File: src/fss_pkg.sv
`timescale 1ns / 1ps
// ----------------------------------------------------------------------------
// Fuzzy subsequence scorer package
// Widths, scoring constants, register codes and byte classification helpers.
// ----------------------------------------------------------------------------
package fss_pkg;

  localparam int MAX_NEEDLE_DEF = 24;
  localparam int NEEDLE_LEN_W   = 5;
  localparam int CFG_DATA_W     = 64;
  localparam int CFG_INDEX_W    = 2;
  localparam int CHARS_PER_WORD = 8;
  localparam int SUM_W          = 11;
  localparam int SCORE_W        = 12;
  localparam int GAP_W          = 7;

  localparam logic [SUM_W-1:0]   SUM_MAX     = '1;
  localparam logic [GAP_W-1:0]   GAP_MAX     = '1;
  localparam logic [SCORE_W-1:0] BASE_BONUS  = 12'd1;
  localparam logic [SCORE_W-1:0] DELIM_BONUS = 12'd8;
  localparam logic [SCORE_W-1:0] START_BONUS = 12'd6;
  localparam int                 RUN_SHIFT   = 2;   // run weight of 4
  localparam int                 GAP_SHIFT   = 2;   // gap divided by 4

  localparam logic [7:0] CH_SPACE = 8'h20;
  localparam logic [7:0] CH_SLASH = 8'h2f;
  localparam logic [7:0] CH_UNDER = 8'h5f;
  localparam logic [7:0] CH_DASH  = 8'h2d;
  localparam logic [7:0] CH_COLON = 8'h3a;
  localparam logic [7:0] CH_DOT   = 8'h2e;
  localparam logic [7:0] CH_UP_A  = 8'h41;
  localparam logic [7:0] CH_UP_Z  = 8'h5a;
  localparam logic [7:0] CASE_OFS = 8'h20;

  typedef enum logic [CFG_INDEX_W-1:0] {
    REG_NEEDLE_LEN = 2'd0,
    REG_CHARS_LO   = 2'd1,
    REG_CHARS_MID  = 2'd2,
    REG_CHARS_HI   = 2'd3
  } cfg_reg_t;

  function automatic logic is_boundary(input logic [7:0] b);
    return (b == CH_SPACE) || (b == CH_SLASH) || (b == CH_UNDER) ||
           (b == CH_DASH)  || (b == CH_COLON) || (b == CH_DOT);
  endfunction

  function automatic logic [7:0] fold_lower(input logic [7:0] b);
    return ((b >= CH_UP_A) && (b <= CH_UP_Z)) ? b + CASE_OFS : b;
  endfunction

endpackage

File: src/fuzzy_subsequence_scorer_core.sv
`timescale 1ns / 1ps
// ----------------------------------------------------------------------------
// Fuzzy subsequence scorer core
// Scores a streamed label against a configured lowercase needle.
// ----------------------------------------------------------------------------
// Takes one label byte per cycle while no last byte is held. Each accepted
// word waits in an input register, then a single compare-and-add stage
// updates the match state; the word that carries last_byte loads the result
// register, so out_valid rises when that word leaves the input register.
// Only a last byte can stall, and only while the previous result is unread.
// The needle is written through the cfg port between labels or mid-label;
// a new needle length applies from the next byte.
module fuzzy_subsequence_scorer_core
  import fss_pkg::*;
#(
  parameter int MAX_NEEDLE = MAX_NEEDLE_DEF
) (
  input  logic                      clk,
  input  logic                      rst,
  input  logic                      cfg_wen,
  input  logic [CFG_INDEX_W-1:0]    cfg_index,
  input  logic [CFG_DATA_W-1:0]     cfg_data,
  input  logic                      in_valid,
  output logic                      in_ready,
  input  logic [7:0]                hay_byte,
  input  logic                      last_byte,
  output logic                      out_valid,
  input  logic                      out_ready,
  output logic                      matched,
  output logic signed [SCORE_W-1:0] score
);

  localparam int POS_W = $clog2(MAX_NEEDLE + 1);
  localparam logic [NEEDLE_LEN_W-1:0] LEN_CAP = NEEDLE_LEN_W'(MAX_NEEDLE);

  logic [NEEDLE_LEN_W-1:0]      needle_len;
  logic [7:0]                   needle [MAX_NEEDLE];

  logic                         s1_valid;
  logic [7:0]                   s1_byte;
  logic                         s1_last;
  logic                         s1_adv;

  logic [POS_W-1:0]             pos, pos_next;
  logic [POS_W-1:0]             run, run_next;
  logic [GAP_W-1:0]             gap, gap_next;
  logic [SUM_W-1:0]             sum, sum_next;
  logic                         prev_bnd, prev_bnd_next;
  logic                         at_first;

  logic [POS_W-1:0]             len_eff;
  logic [7:0]                   cur_char;
  logic                         active, hit;
  logic [SCORE_W-1:0]           bonus, sum_ext;
  logic                         res_ok;
  logic [SCORE_W-1:0]           res_score;

  // ---- configuration ----
  always_ff @(posedge clk) begin
    if (rst) begin
      needle_len <= '0;
    end else if (cfg_wen && (cfg_index == REG_NEEDLE_LEN)) begin
      needle_len <= cfg_data[NEEDLE_LEN_W-1:0];
    end
  end

  for (genvar i = 0; i < MAX_NEEDLE; i++) begin : g_needle
    localparam int WORD = i / CHARS_PER_WORD;
    localparam int LANE = i % CHARS_PER_WORD;
    localparam logic [CFG_INDEX_W-1:0] CODE = CFG_INDEX_W'(REG_CHARS_LO + WORD);
    always_ff @(posedge clk) begin
      if (rst) begin
        needle[i] <= '0;
      end else if (cfg_wen && (cfg_index == CODE)) begin
        needle[i] <= cfg_data[LANE*8 +: 8];
      end
    end
  end

  assign len_eff = (needle_len > LEN_CAP) ? POS_W'(MAX_NEEDLE)
                                          : needle_len[POS_W-1:0];

  // ---- input register ----
  assign s1_adv   = s1_valid && (!s1_last || !out_valid || out_ready);
  assign in_ready = !s1_valid || s1_adv;

  always_ff @(posedge clk) begin
    if (rst) begin
      s1_valid <= 1'b0;
    end else if (in_ready) begin
      s1_valid <= in_valid;
    end
    if (in_ready && in_valid) begin
      s1_byte <= hay_byte;
      s1_last <= last_byte;
    end
  end

  // ---- match update ----
  always_comb begin
    cur_char = '0;
    for (int i = 0; i < MAX_NEEDLE; i++) begin
      if (pos == POS_W'(i)) cur_char = needle[i];
    end
  end

  assign active = pos < len_eff;
  assign hit    = active && (fold_lower(s1_byte) == cur_char);

  always_comb begin
    bonus = BASE_BONUS + (SCORE_W'(run) << RUN_SHIFT);
    if (prev_bnd) bonus = bonus + DELIM_BONUS;
    if ((pos == '0) && at_first) bonus = bonus + START_BONUS;
    sum_ext = {1'b0, sum} + bonus;

    pos_next      = pos;
    run_next      = run;
    gap_next      = gap;
    sum_next      = sum;
    prev_bnd_next = prev_bnd;
    if (active) begin
      prev_bnd_next = is_boundary(s1_byte);
      if (hit) begin
        pos_next = pos + POS_W'(1);
        run_next = run + POS_W'(1);
        sum_next = sum_ext[SCORE_W-1] ? SUM_MAX : sum_ext[SUM_W-1:0];
      end else begin
        run_next = '0;
        if ((pos == '0) && (gap != GAP_MAX)) gap_next = gap + GAP_W'(1);
      end
    end

    res_ok    = pos_next >= len_eff;
    res_score = '0;
    if ((len_eff != '0) && res_ok) begin
      res_score = {1'b0, sum_next} - SCORE_W'(gap_next >> GAP_SHIFT);
    end
  end

  always_ff @(posedge clk) begin
    if (rst) begin
      pos      <= '0;
      run      <= '0;
      gap      <= '0;
      sum      <= '0;
      prev_bnd <= 1'b1;
      at_first <= 1'b1;
    end else if (s1_adv) begin
      if (s1_last) begin
        pos      <= '0;
        run      <= '0;
        gap      <= '0;
        sum      <= '0;
        prev_bnd <= 1'b1;
        at_first <= 1'b1;
      end else begin
        pos      <= pos_next;
        run      <= run_next;
        gap      <= gap_next;
        sum      <= sum_next;
        prev_bnd <= prev_bnd_next;
        at_first <= 1'b0;
      end
    end
  end

  // ---- result register ----
  always_ff @(posedge clk) begin
    if (rst) begin
      out_valid <= 1'b0;
    end else if (s1_adv && s1_last) begin
      out_valid <= 1'b1;
    end else if (out_ready) begin
      out_valid <= 1'b0;
    end
    if (s1_adv && s1_last) begin
      matched <= res_ok;
      score   <= res_score;
    end
  end

  // ---- checks ----
  a_pos_bound: assert property (@(posedge clk) disable iff (rst)
    pos <= POS_W'(MAX_NEEDLE))
    else $error("needle position beyond needle storage");

  a_run_le_pos: assert property (@(posedge clk) disable iff (rst)
    run <= pos)
    else $error("match run longer than matched prefix");

  a_unmatched_zero: assert property (@(posedge clk) disable iff (rst)
    out_valid && !matched |-> score == '0)
    else $error("nonzero score on unmatched label");

  a_last_loads: assert property (@(posedge clk) disable iff (rst)
    s1_adv && s1_last |=> out_valid && pos == '0 && at_first)
    else $error("last word did not post result and clear state");

endmodule

File: config.mk
export PLATFORM = sky130hd
export DESIGN_NAME = fuzzy_subsequence_scorer_core
export DESIGN_NICKNAME = d
export VERILOG_FILES = /design/src/fss_pkg.sv /design/src/fuzzy_subsequence_scorer_core.sv
export SDC_FILE = /design/constraint.sdc
export NUM_CORES = 1
export LEC_CHECK = 0
export BUFFER_PORTS_ARGS = -buffer_cell sky130_fd_sc_hd__buf_2
export CAP_MARGIN = 20
export CORE_ASPECT_RATIO = 0.8
export CORE_MARGIN = 2
export CORE_UTILIZATION = 55
export CTS_BUF_LIST = sky130_fd_sc_hd__clkbuf_8 sky130_fd_sc_hd__clkbuf_16
export DETAILED_ROUTE_END_ITERATION = 16
export PLACE_DENSITY = 0.76
export SLEW_MARGIN = 10
export SYNTH_ARGS = -nofsm -noshare
export SYNTH_HDL_FRONTEND = slang
export SYNTH_SLANG_ARGS = --single-unit
File: constraint.sdc
create_clock -name clk -period 5.35 [get_ports clk]
set_input_delay 0.2675 -clock clk [delete_from_list [all_inputs] [get_ports clk]]
set_output_delay 0.2675 -clock clk [all_outputs]
set_load 0.1 [all_outputs]
-- After elaboration in Yosys (flattened, before gate mapping)
Memories as Yosys holds them, arrays and structs flattened.
Cells that the tools add are included.
- input bits: 80
- bits in read-only memories: 0
- bits in latches: 0
- output and inout port bits: 15
- flip-flop bits (word level): 59
- memories: 1
- RAM bits: 192
- word-level logic and storage cells: 201
- memories (name ; words ; width ; read ports ; clocked after memory_dff ; wr ports ; line ; source):
    needle ; 24 ; 8 ; 24 ; 0 ; 24 ; fuzzy_subsequence_scorer_core.sv:37 ; logic [7:0] needle [MAX_NEEDLE];
- $lt $le $gt $ge: 5
- reductions and logical operators: 31
- mux-type cells: 82
- $add $sub $neg: 9
- equal/unequal tests: 35
- div/mod/pow operators: 0
- multiply operators: 0
- shifts and indexed selects: 0
- bitwise gates (word level): 24
- operator list (operator ; number):
    2-to-1 mux 8 bit ; 49
    2-to-1 mux 11 bit ; 4
    equality test 5 x 4 -> 1 bit, second input constant ; 8
    equality test 5 bit, second input constant ; 8
    equality test 8 x 6 -> 1 bit, second input constant ; 5
    2-to-1 mux 5 bit ; 7
    2-to-1 mux 7 bit ; 4
    bitwise OR 1 bit ; 24
    equality test 5 x 3 -> 1 bit, second input constant ; 4
    2-to-1 mux 1 bit ; 16
    adder 11 x 12 -> 12 bit ; 1
    adder 12 x 3 -> 12 bit, second input constant ; 1
    logical AND 1 bit ; 12
    2-to-1 mux 12 bit ; 1
    subtractor 11 x 5 -> 12 bit ; 1
    adder 5 x 1 -> 5 bit, second input constant ; 2
    equality test 5 x 2 -> 1 bit, second input constant ; 2
    adder 8 x 4 -> 9 bit, second input constant ; 1
    2-to-1 mux 9 bit ; 1
    adder 1 x 7 -> 8 bit, first input constant ; 1
    adder 8 x 6 -> 8 bit, second input constant ; 1
    equality test 8 x 7 -> 1 bit, second input constant ; 1
    equality test 8 bit ; 1
    >= comparator 8 x 7 -> 1 bit, second input constant ; 1
    other kinds (18) ; 30

-- Longest topological paths before layout
Gate-level depths: netlist of run 1.
- depth after elaboration: 31
- mapped depth: 31
- depth with buffers taken out: 27

-- Least setup slack after synthesis of run 1
Ideal clock, no wire load.
- path kind: flip-flop to flip-flop
- from: reg pos[0]
- to: reg score[10] (data pin)
- path slack: -495 ps
- data arrival time: 5585 ps
- cell stages (with the launch flop): 28
- library setup time: 260 ps
- required time: 5090 ps
- cells stage by stage: dfxtp_1 ha_1 buf_2 buf_4 clkbuf_1 and3_1 ha_1 clkbuf_1 clkbuf_1 inv_1 a31oi_1 o21ai_0 a221oi_1 nand3_1 and4b_1 and4_1 buf_6 or3_4 nor2_1 xnor2_1 fa_1 a21o_1 a21oi_1 inv_1 a21oi_1 o21ai_0 a21oi_1 mux2_2
- longest elaborated chain between the ends: 31
- elaborated cells between the ends (all ways): 67
- classes of those cells: add/sub: 3; order compare: 2; eq/ne: 24; mux: 33; reduce/logical: 5
- RTL lines (what ; line ; source):
    from (decl) ; fuzzy_subsequence_scorer_core.sv:44 ; logic [POS_W-1:0] pos, pos_next;
    from (signal assigned) ; fuzzy_subsequence_scorer_core.sv:157 ; pos <= pos_next;
    parallel branches: the longest is 31 deep, another holds 2-to-1 mux 8 bit ; n/a ;
    to (signal assigned) ; fuzzy_subsequence_scorer_core.sv:178 ; score <= res_score;
    to (decl) ; fuzzy_subsequence_scorer_core.sv:30 ; output logic signed [SCORE_W-1:0] score
Several ways; the timed one is not identified. The select of a mux whose other input is x is not followed.
A chain may end at the register's enable or synchronous reset.

-- Worst setup path after layout of run 1
- from: reg pos[1]
- to: reg score[9] (data pin)
The elaborated chain is that of the path after synthesis.

==> flow_summary.json, run 1 <==
{
  "fp.dieH_um": 147.4,
  "viasPerCell": 6.374,
  "worstPathArrival_ps": 5590,
  "stdcell_area_mm2": 0.01751,
  "powerDensity_mw_per_mm2": 245.4,
  "drt_wl_total_um": 50390,
  "maxCapViolations": 0,
  "wl_per_cell_um": 26.20,
  "seq_area_frac_synth_pct": 50.72,
  "cts_sinks": 251,
  "slew_headroom_pct": 28.14,
  "p_clk_share_pct": 37.9,
  "synthFlopType": "edfxtp_1",
  "cp-start-kind": "register",
  "syn-cell-area_mm2": 0.01413,
  "comb_power_share_pct": 7.6,
  "n_fill_cell": 1908,
  "outcome": "complete, no violations",
  "cts_tree": "yes",
  "synthAdderAreaFrac_pct": 3.117,
  "setup_viol_count_final": 0,
  "die_w_um": 183.2,
  "yosys.area_share.simple_pct": 23.57,
  "place_ws_ps": -172.2,
  "start_util_pct": 55.97,
  "dieArea_mm2": 0.02700,
  "cts_buffers": 25,
  "cp.required_ps": 5750,
  "synth_compound_area_share_pct": 14.83,
  "synthMuxAreaShare_pct": 1.576,
  "grt_pass1_wl_um": 72910,
  "antenna_left": 0,
  "dr.pass1.iters": 6,
  "syn2layout_area_growth_pct": 23.93,
  "ys_ff_latch": 251,
  "finalNetCount": 1697,
  "crit_buf_inv": 8,
  "worst_pin_slew_ps": 1078,
  "synthCells": 1348,
  "clock_latency_ps": 540,
  "total_power_mw": 4.296,
  "port_buffers": 94,
  "hold_path_startpoint": "cfg_data[38]",
  "crit_slowest_cell": "mux2_2",
  "crit_top_cell": "buf_4",
  "critical_path.max_fanout": 12,
  "drt_iter0_drc": 1422,
  "hpwl_um": 37410,
  "r2r-start": "pos[1]",
  "final_core_util_pct": 69.36,
  "yosysWarnings": 0,
  "antenna_cells": 0,
  "worst_slack_ps": 158.4,
  "crit_family": "compound AO/OA/AOI/OAI gates",
  "remaining_drc_errors": 0,
  "critPathMaxStageDelay_ps": 350,
  "endpoint_kind": "register",
  "via_count": 12260,
  "rows": 52,
  "path_clk_slew_ps": 70,
  "async_flop_share_pct": 0,
  "synth_edf_count": 214,
  "p_sw_share_pct": 24.74,
  "crit_start": "pos[1]",
  "worstSetupPathType": "register to register",
  "track_usage_pct": 36.87,
  "gp_congestion": 1.027,
  "rsz0062_at_grt": "true",
  "grt_pass1_vias": 11420,
  "clock.fmax_mhz": 192.6,
  "period_share_pct": 97.04,
  "hold_viol_final": 0,
  "skew_ps": 11.19,
  "synthXorXnorAreaFrac_pct": 2.293,
  "post_synth.cell_area_avg_um2": 10.48,
  "drive_gt1_share_pct": 28.02,
  "vdd_drop_max_v": 0.0002701,
  "cellLeakagePower_nw": 6.723,
  "grt_max_degree": 65,
  "final_common_cell": "edfxtp_1",
  "cts_root_buf": "clkbuf_16",
  "io_pins": 95,
  "grt_overflow": 0,
  "p_seq_share_pct": 54.6,
  "clock_path_buffers": 3,
  "synth_top_family_by_area": "simple AND/OR/NAND/NOR gates",
  "htreeDepth": 1,
  "p_switching_mw": 1.063,
  "antenna_found_initial": 0,
  "postPlaceCellArea_mm2": 0.01613,
  "drv_slew": 0,
  "reg2reg_slack_ps": 160,
  "hold_class": "input port to register",
  "finalCriticalPeriod_ps": 5192,
  "final_cell_mix": "214 x edfxtp_1, 200 x and2_1, 174 x buf_4",
  "core-area_mm2": 0.02524,
  "intPower_mw": 3.234,
  "synth_nets": 1462,
  "synth_cell_types": 93
}
worst paths after layout:
| kind | to | cells past startpoint |
|---|---|---|
| worst min-delay path | needle[0][38] | 2 |
| worst max register to register | score[9] | 25 |
| worst max-delay path | score[9] | 25 |
| worst min register to register | at_first | 2 |
area by class of cell:
| cell class | instances | area [µm²] | area share [%] |
|---|---|---|---|
| Tap cell | 324 | 405.4 | 2.315 |
| Clock inverter | 17 | 97.59 | 0.5573 |
| Timing Repair Buffer | 296 | 2158 | 12.33 |
| Inverter | 33 | 128.9 | 0.7360 |
| Sequential cell | 251 | 7174 | 40.97 |
| Multi-Input combinational cell | 976 | 6907 | 39.44 |
| Clock buffer | 26 | 639.4 | 3.651 |
layer usage:
layer  global-route usage [%]  up-vias  wire length, µm
met5                        0        -                0
met1                    59.12     5940            22810
met3                    9.445       70             6303
met2                    49.60      802            20130
li1                         -     5446                -
met4                    7.880        0             1143
cells by family after synthesis:
| kind of cell | Yosys count |
|---|---|
| AOI/OAI and AO/OA | 306 |
| adders and majority gates | 34 |
| other | 1 |
| and+or+nand+nor | 577 |
| DFF | 251 |
| buffers and inverters | 121 |
| muxes | 21 |
| xor gates and xnor gates | 37 |
flip-flops by register name (all words and copies together), names as in the netlist:
register / cells
score: 12
s1_last: 1
s1_byte: 8
needle_len: 5
s1_valid: 1
at_first: 1
matched: 1
run: 5
sum: 11
prev_bnd: 1
pos: 5
needle: 192
gap: 7
out_valid: 1
power groups by stage:
| stage | registers, mW | clock network, mW | logic (mW) |
|---|---|---|---|
| final | 2.35 | 1.63 | 0.325 |
| after global routing | 2.35 | 1.70 | 0.346 |
| after CTS | 2.34 | 1.63 | 0.310 |
| after detailed placement | 2.37 | 0 | 0.301 |
| after global placement | 2.38 | 0 | 0.295 |
| after floorplan | 2.34 | 0 | 0.147 |
Yosys cell counts (8+ instances only):
library cell | n | area [µm²]
inv_1 | 33 | 123.9
mux2i_1 | 11 | 110.1
and2_1 | 201 | 1257
a221oi_1 | 20 | 175.2
nor2b_1 | 17 | 106.4
dfxtp_1 | 37 | 740.7
a22oi_1 | 19 | 142.6
o22ai_1 | 18 | 112.6
o221ai_1 | 8 | 70.07
a21oi_1 | 70 | 350.3
and3_1 | 8 | 50.05
nor3_1 | 31 | 155.2
ha_1 | 32 | 400.4
nand3_1 | 31 | 155.2
edfxtp_1 | 214 | 6426
xor2_1 | 20 | 175.2
nand2_1 | 77 | 289.0
xnor2_1 | 17 | 148.9
a21o_1 | 16 | 120.1
nand2b_1 | 19 | 118.9
o211ai_1 | 10 | 75.07
o21ai_0 | 63 | 315.3
or3_1 | 10 | 62.56
nand3b_1 | 15 | 112.6
nor2_1 | 89 | 334.1
and4b_1 | 8 | 80.08
nor3b_1 | 8 | 60.06
clkbuf_1 | 47 | 176.4
nand4_1 | 10 | 62.56
mux2_2 | 9 | 101.4
buf_2 | 25 | 125.1
through the flow:
step	hold WS, ps	setup TNS (ps)	cells
6_report	26.90	0	1923
5_1_grt	36.94	-137.7	1923
4_1_cts	12.06	0	1915
3_5_place_dp	442.9	-788.5	1860
3_3_place_gp	436.2	-72.90	1860
2_1_floorplan	366.4	0	1348
timing repair:
| action | 4_1_cts | 5_1_grt |
|---|---|---|
| endpoints found under the hold margin | 10 | 0 |
| buffers inserted | 2 | 9 |
| pin swaps | 4 | 27 |
| endpoints found under the setup margin | 11 | 12 |
| hold buffers | 10 | 0 |
| gates resized for setup | 24 | 85 |
No activity file was read; power rests on OpenSTA's default activity.
==> run 2: changes to the inputs <==
CORE_UTILIZATION = 60   (was 55)
CTS_BUF_LIST = sky130_fd_sc_hd__clkbuf_16   (was sky130_fd_sc_hd__clkbuf_8 sky130_fd_sc_hd__clkbuf_16)
HOLD_SLACK_MARGIN = 0.1   (was default)
PLACE_DENSITY = 0.79   (was 0.76)
clock period = 5.9 ns   (was 5.35 ns; I/O delays follow)
==> flow_summary.json, run 2 (synthesis gave the netlist of run 1 again) <==
{
  "outcome": "complete, no violations",
  "critPathMaxStageDelay_ps": 410,
  "worst_pin_slew_ps": 1097,
  "drive_gt1_share_pct": 18.76,
  "grt_pass1_vias": 11890,
  "cts_root_buf": "clkbuf_16",
  "grt_overflow": 0,
  "hpwl_um": 35650,
  "drt_wl_total_um": 53700,
  "final_core_util_pct": 73.89,
  "worstPathArrival_ps": 6150,
  "clock_path_buffers": 3,
  "setup_viol_count_final": 0,
  "finalCriticalPeriod_ps": 5774,
  "io_pins": 95,
  "final_cell_mix": "214 x edfxtp_1, 201 x and2_1, 94 x buf_2",
  "crit_buf_inv": 6,
  "htreeDepth": 1,
  "path_clk_slew_ps": 70,
  "dieArea_mm2": 0.02480,
  "via_count": 12700,
  "antenna_left": 0,
  "final_cells": 1879,
  "track_usage_pct": 42.68,
  "cts_buffers": 26,
  "clock.fmax_mhz": 173.2,
  "syn2layout_area_growth_pct": 21.70,
  "remaining_drc_errors": 0,
  "core-area_mm2": 0.02327,
  "critical_path.max_fanout": 24,
  "crit_slowest_cell": "dfxtp_1",
  "grt_max_degree": 65,
  "grt_pass1_wl_um": 77610,
  "reg_top3": "needle (192), score (12), sum (11)",
  "powerDensity_mw_per_mm2": 245.8,
  "worstSetupPathType": "register to register",
  "period_share_pct": 97.87,
  "gp_congestion": 1.021,
  "cts_sinks": 251,
  "cp.required_ps": 6270,
  "antenna_found_initial": 1,
  "viasPerCell": 6.758,
  "die_w_um": 175.6,
  "n_fill_cell": 1546,
  "setup_tns_ps": 0,
  "clock_latency_ps": 580,
  "dp.cells": 1753,
  "start_util_pct": 60.72,
  "port_buffers": 94,
  "cts_tree": "yes",
  "place_ws_ps": -138.9,
  "vdd_drop_max_v": 0.0002855,
  "largest_reg_flops": 192,
  "postPlaceCellArea_mm2": 0.01537,
  "antenna_cells": 0,
  "worst_slack_ps": 125.6,
  "finalNetCount": 1662,
  "maxCapViolations": 0,
  "dr.pass1.iters": 6,
  "stdcell_area_mm2": 0.01720,
  "top_register": "needle",
  "crit_family": "compound AO/OA/AOI/OAI gates",
  "drv_slew": 0,
  "wl_per_cell_um": 28.58,
  "skew_ps": 34.01,
  "drt_iter0_drc": 2285,
  "slew_headroom_pct": 26.86,
  "finalHoldWorstSlack_ps": 129.1,
  "total_power_mw": 4.227,
  "fp.dieH_um": 141.3,
  "hold_viol_final": 0,
  "final_common_cell": "edfxtp_1",
  "hold_class": "input port to register",
  "rows": 50,
  "endpoint_kind": "register",
  "cellLeakagePower_nw": 6.517,
  "cp-start-kind": "register"
}
## run 2: power breakdown
part           total [mW]  switching [mW]  internal, mW
registers            2.13          0.0881          2.04
logic               0.321           0.199         0.122
clock network        1.78           0.748          1.03
## run 2: final timing paths
| path | start | end | slack, ps | cells after the start |
|---|---|---|---|---|
| worst max register to register | pos[3] | score[7] | 130 | 25 |
| worst min register to register | at_first | at_first | 480 | 2 |
| worst min-delay path | cfg_data[14] | needle[1][14] | 130 | 2 |
| worst max-delay path | pos[3] | score[7] | 130 | 25 |
## run 2: final cells by class
class / instances / area, µm² / area share (%)
Sequential cell: 251 / 7171 / 41.70
Multi-Input combinational cell: 976 / 6584 / 38.29
Timing Repair Buffer: 260 / 2018 / 11.74
Clock buffer: 26 / 650.6 / 3.783
Tap cell: 312 / 390.4 / 2.270
Clock inverter: 21 / 255.2 / 1.484
Inverter: 33 / 127.6 / 0.7421
## run 2: layer usage
metal  vias up  global-route usage (%)  wire length (µm)
met2      1081                   61.02             22210
met1      6061                   62.25             21360
met3       179                   13.56              7812
li1       5375                       -                 -
met4         2                   13.18              2295
met5         -                       0                15
## run 2: repair_timing
| item | CTS | global route |
|---|---|---|
| gates resized for setup | 3 | 28 |
| buffers inserted | 0 | 4 |
| hold buffers | 74 | 0 |
| pin swaps | 0 | 5 |
| endpoints found under the hold margin | 183 | 0 |
| endpoints found under the setup margin | 4 | 12 |
==> run 3: changes to the inputs <==
REMOVE_ABC_BUFFERS = 1   (was default)
==> flow_summary.json, run 3 (synthesis gave the netlist of run 1 again) <==
{
  "total_power_mw": 3.981,
  "drt_iter0_drc": 1948,
  "crit_family": "compound AO/OA/AOI/OAI gates",
  "gp_congestion": 1.023,
  "period_share_pct": 96.11,
  "reg2reg_slack_ps": 230,
  "grt_pass1_vias": 11630,
  "top_register": "needle",
  "grt_overflow": 0,
  "grt_pass1_wl_um": 72620,
  "dieArea_mm2": 0.02480,
  "ff2ff_path_depth": 25,
  "cp-start-kind": "register",
  "via_count": 12270,
  "cp.required_ps": 6250,
  "wl_met1_um": 20620,
  "slew_headroom_pct": 27.51,
  "critical_path.max_fanout": 21,
  "drive_gt1_share_pct": 19.46,
  "dr_wl_met3_um": 6999,
  "antenna_left": 0,
  "r2r-start": "pos[1]",
  "r2r_end": "score[7]",
  "cts_sinks": 251,
  "drt_wl_total_um": 49000,
  "maxCapViolations": 0,
  "powerDensity_mw_per_mm2": 232.6,
  "worst_pin_slew_ps": 1087,
  "hold_class": "input port to register",
  "final_cell_mix": "214 x edfxtp_1, 201 x and2_1, 113 x buf_4",
  "dr.pass1.iters": 5,
  "io_pins": 95,
  "cellLeakagePower_nw": 6.535,
  "cts_buffers": 25,
  "vdd_drop_max_v": 0.0002709,
  "clock_path_buffers": 3,
  "hold_path_startpoint": "cfg_data[25]",
  "wl_met2_um": 20010,
  "wl_per_cell_um": 25.79,
  "viasPerCell": 6.459,
  "min_path_cells": 2,
  "reg_top3": "needle (192), score (12), sum (11)",
  "crit_top_cell": "a21o_1",
  "stdcell_area_mm2": 0.01711,
  "whs_endpoint": "needle[1][25]",
  "core-area_mm2": 0.02327,
  "clock.fmax_mhz": 176.4,
  "top_layer_used": "met5",
  "hold_viol_final": 0,
  "cp.depth": 25,
  "skew_ps": 15.37,
  "postPlaceCellArea_mm2": 0.01555,
  "grt_max_degree": 65,
  "htreeDepth": 1,
  "finalCriticalPeriod_ps": 5670,
  "final_common_cell": "edfxtp_1",
  "fp.dieH_um": 141.3,
  "endpoint_kind": "register",
  "crit_slowest_cell": "a2111oi_0",
  "clock_latency_ps": 550,
  "port_buffers": 94,
  "critPathMaxStageDelay_ps": 490,
  "track_usage_pct": 39.39,
  "path_clk_slew_ps": 60,
  "hpwl_um": 33830,
  "start_util_pct": 60.72,
  "worstPathArrival_ps": 6020,
  "rsz0062_at_grt": "false",
  "cts_tree": "yes",
  "worstSetupPathType": "register to register",
  "die_w_um": 175.6,
  "cts_root_buf": "clkbuf_16",
  "rows": 50,
  "final_core_util_pct": 73.54,
  "outcome": "complete, no violations",
  "finalNetCount": 1683,
  "antenna_cells": 0,
  "drv_slew": 0,
  "antenna_found_initial": 1,
  "setup_viol_count_final": 0,
  "remaining_drc_errors": 0,
  "largest_reg_flops": 192,
  "syn2layout_area_growth_pct": 21.12,
  "crit_buf_inv": 4
}
[run 3: cell types whose count changed in the layout (fill, tap and decap cells not counted), sizes merged]
cell	previous run	this run
clkinv	6	7
buf	186	212
bufinv	5	1
clkinvlp	2	1
inv	41	44
dlygate4sd3	74	70
[run 3: layout make-up]
class | instances | area, µm²
flip-flops and latches | 251 | 7171
clock buffers | 26 | 650.6
repair buffers | 282 | 2120
inverters | 33 | 123.9
clock inverters | 20 | 123.9
multi-input cells | 976 | 6535
well taps | 312 | 390.4
fillers | 1632 | 6158
[run 3: power breakdown]
part           total, mW  internal (mW)  switching, mW  leakage, nW
combinational      0.308          0.119          0.189         3.73
clock               1.55          0.843          0.709        0.410
sequential          2.12           2.04         0.0805         2.40
total               3.98           3.00          0.978         6.53
[run 3: how the worst max path moves through the flow]
stage          startpoint   endpoint  slack (ps)
3_5_place_dp       pos[1]  score[10]         -50
4_1_cts            pos[1]  score[10]          50
6_report           pos[1]   score[7]         230
2_1_floorplan      pos[0]  score[10]        -740
5_1_grt            pos[1]   score[7]           4
3_3_place_gp       pos[1]  score[10]         -30
[run 3: repair_timing]
action,CTS,global route
hold endpoints to repair,169,0
hold buffers,70,0
gates resized for setup,1,20
setup endpoints to repair,1,7
pin swaps,0,1
setup buffers,0,1
[run 3: through the flow]
step / setup WS, ps / hold WS [ps] / TNS [ps] / std cells
floorplan: -743.4 / 364.1 / -4794 / 1260
global placement: -26.67 / 439.3 / -26.67 / 1783
detailed placement: -53.05 / 451.9 / -53.05 / 1783
CTS: 47.47 / 110.2 / 0 / 1899
global route: 3.543 / 132.5 / 0 / 1900
finish: 229.7 / 115.8 / 0 / 1900
[run 3: layer usage]
layer | vias to the layer above | track usage [%]
met2 | 886 | 54.89
met4 | 2 | 9.613
met5 | - | 0
met3 | 92 | 10.96
met1 | 5874 | 60.75
li1 | 5419 | -
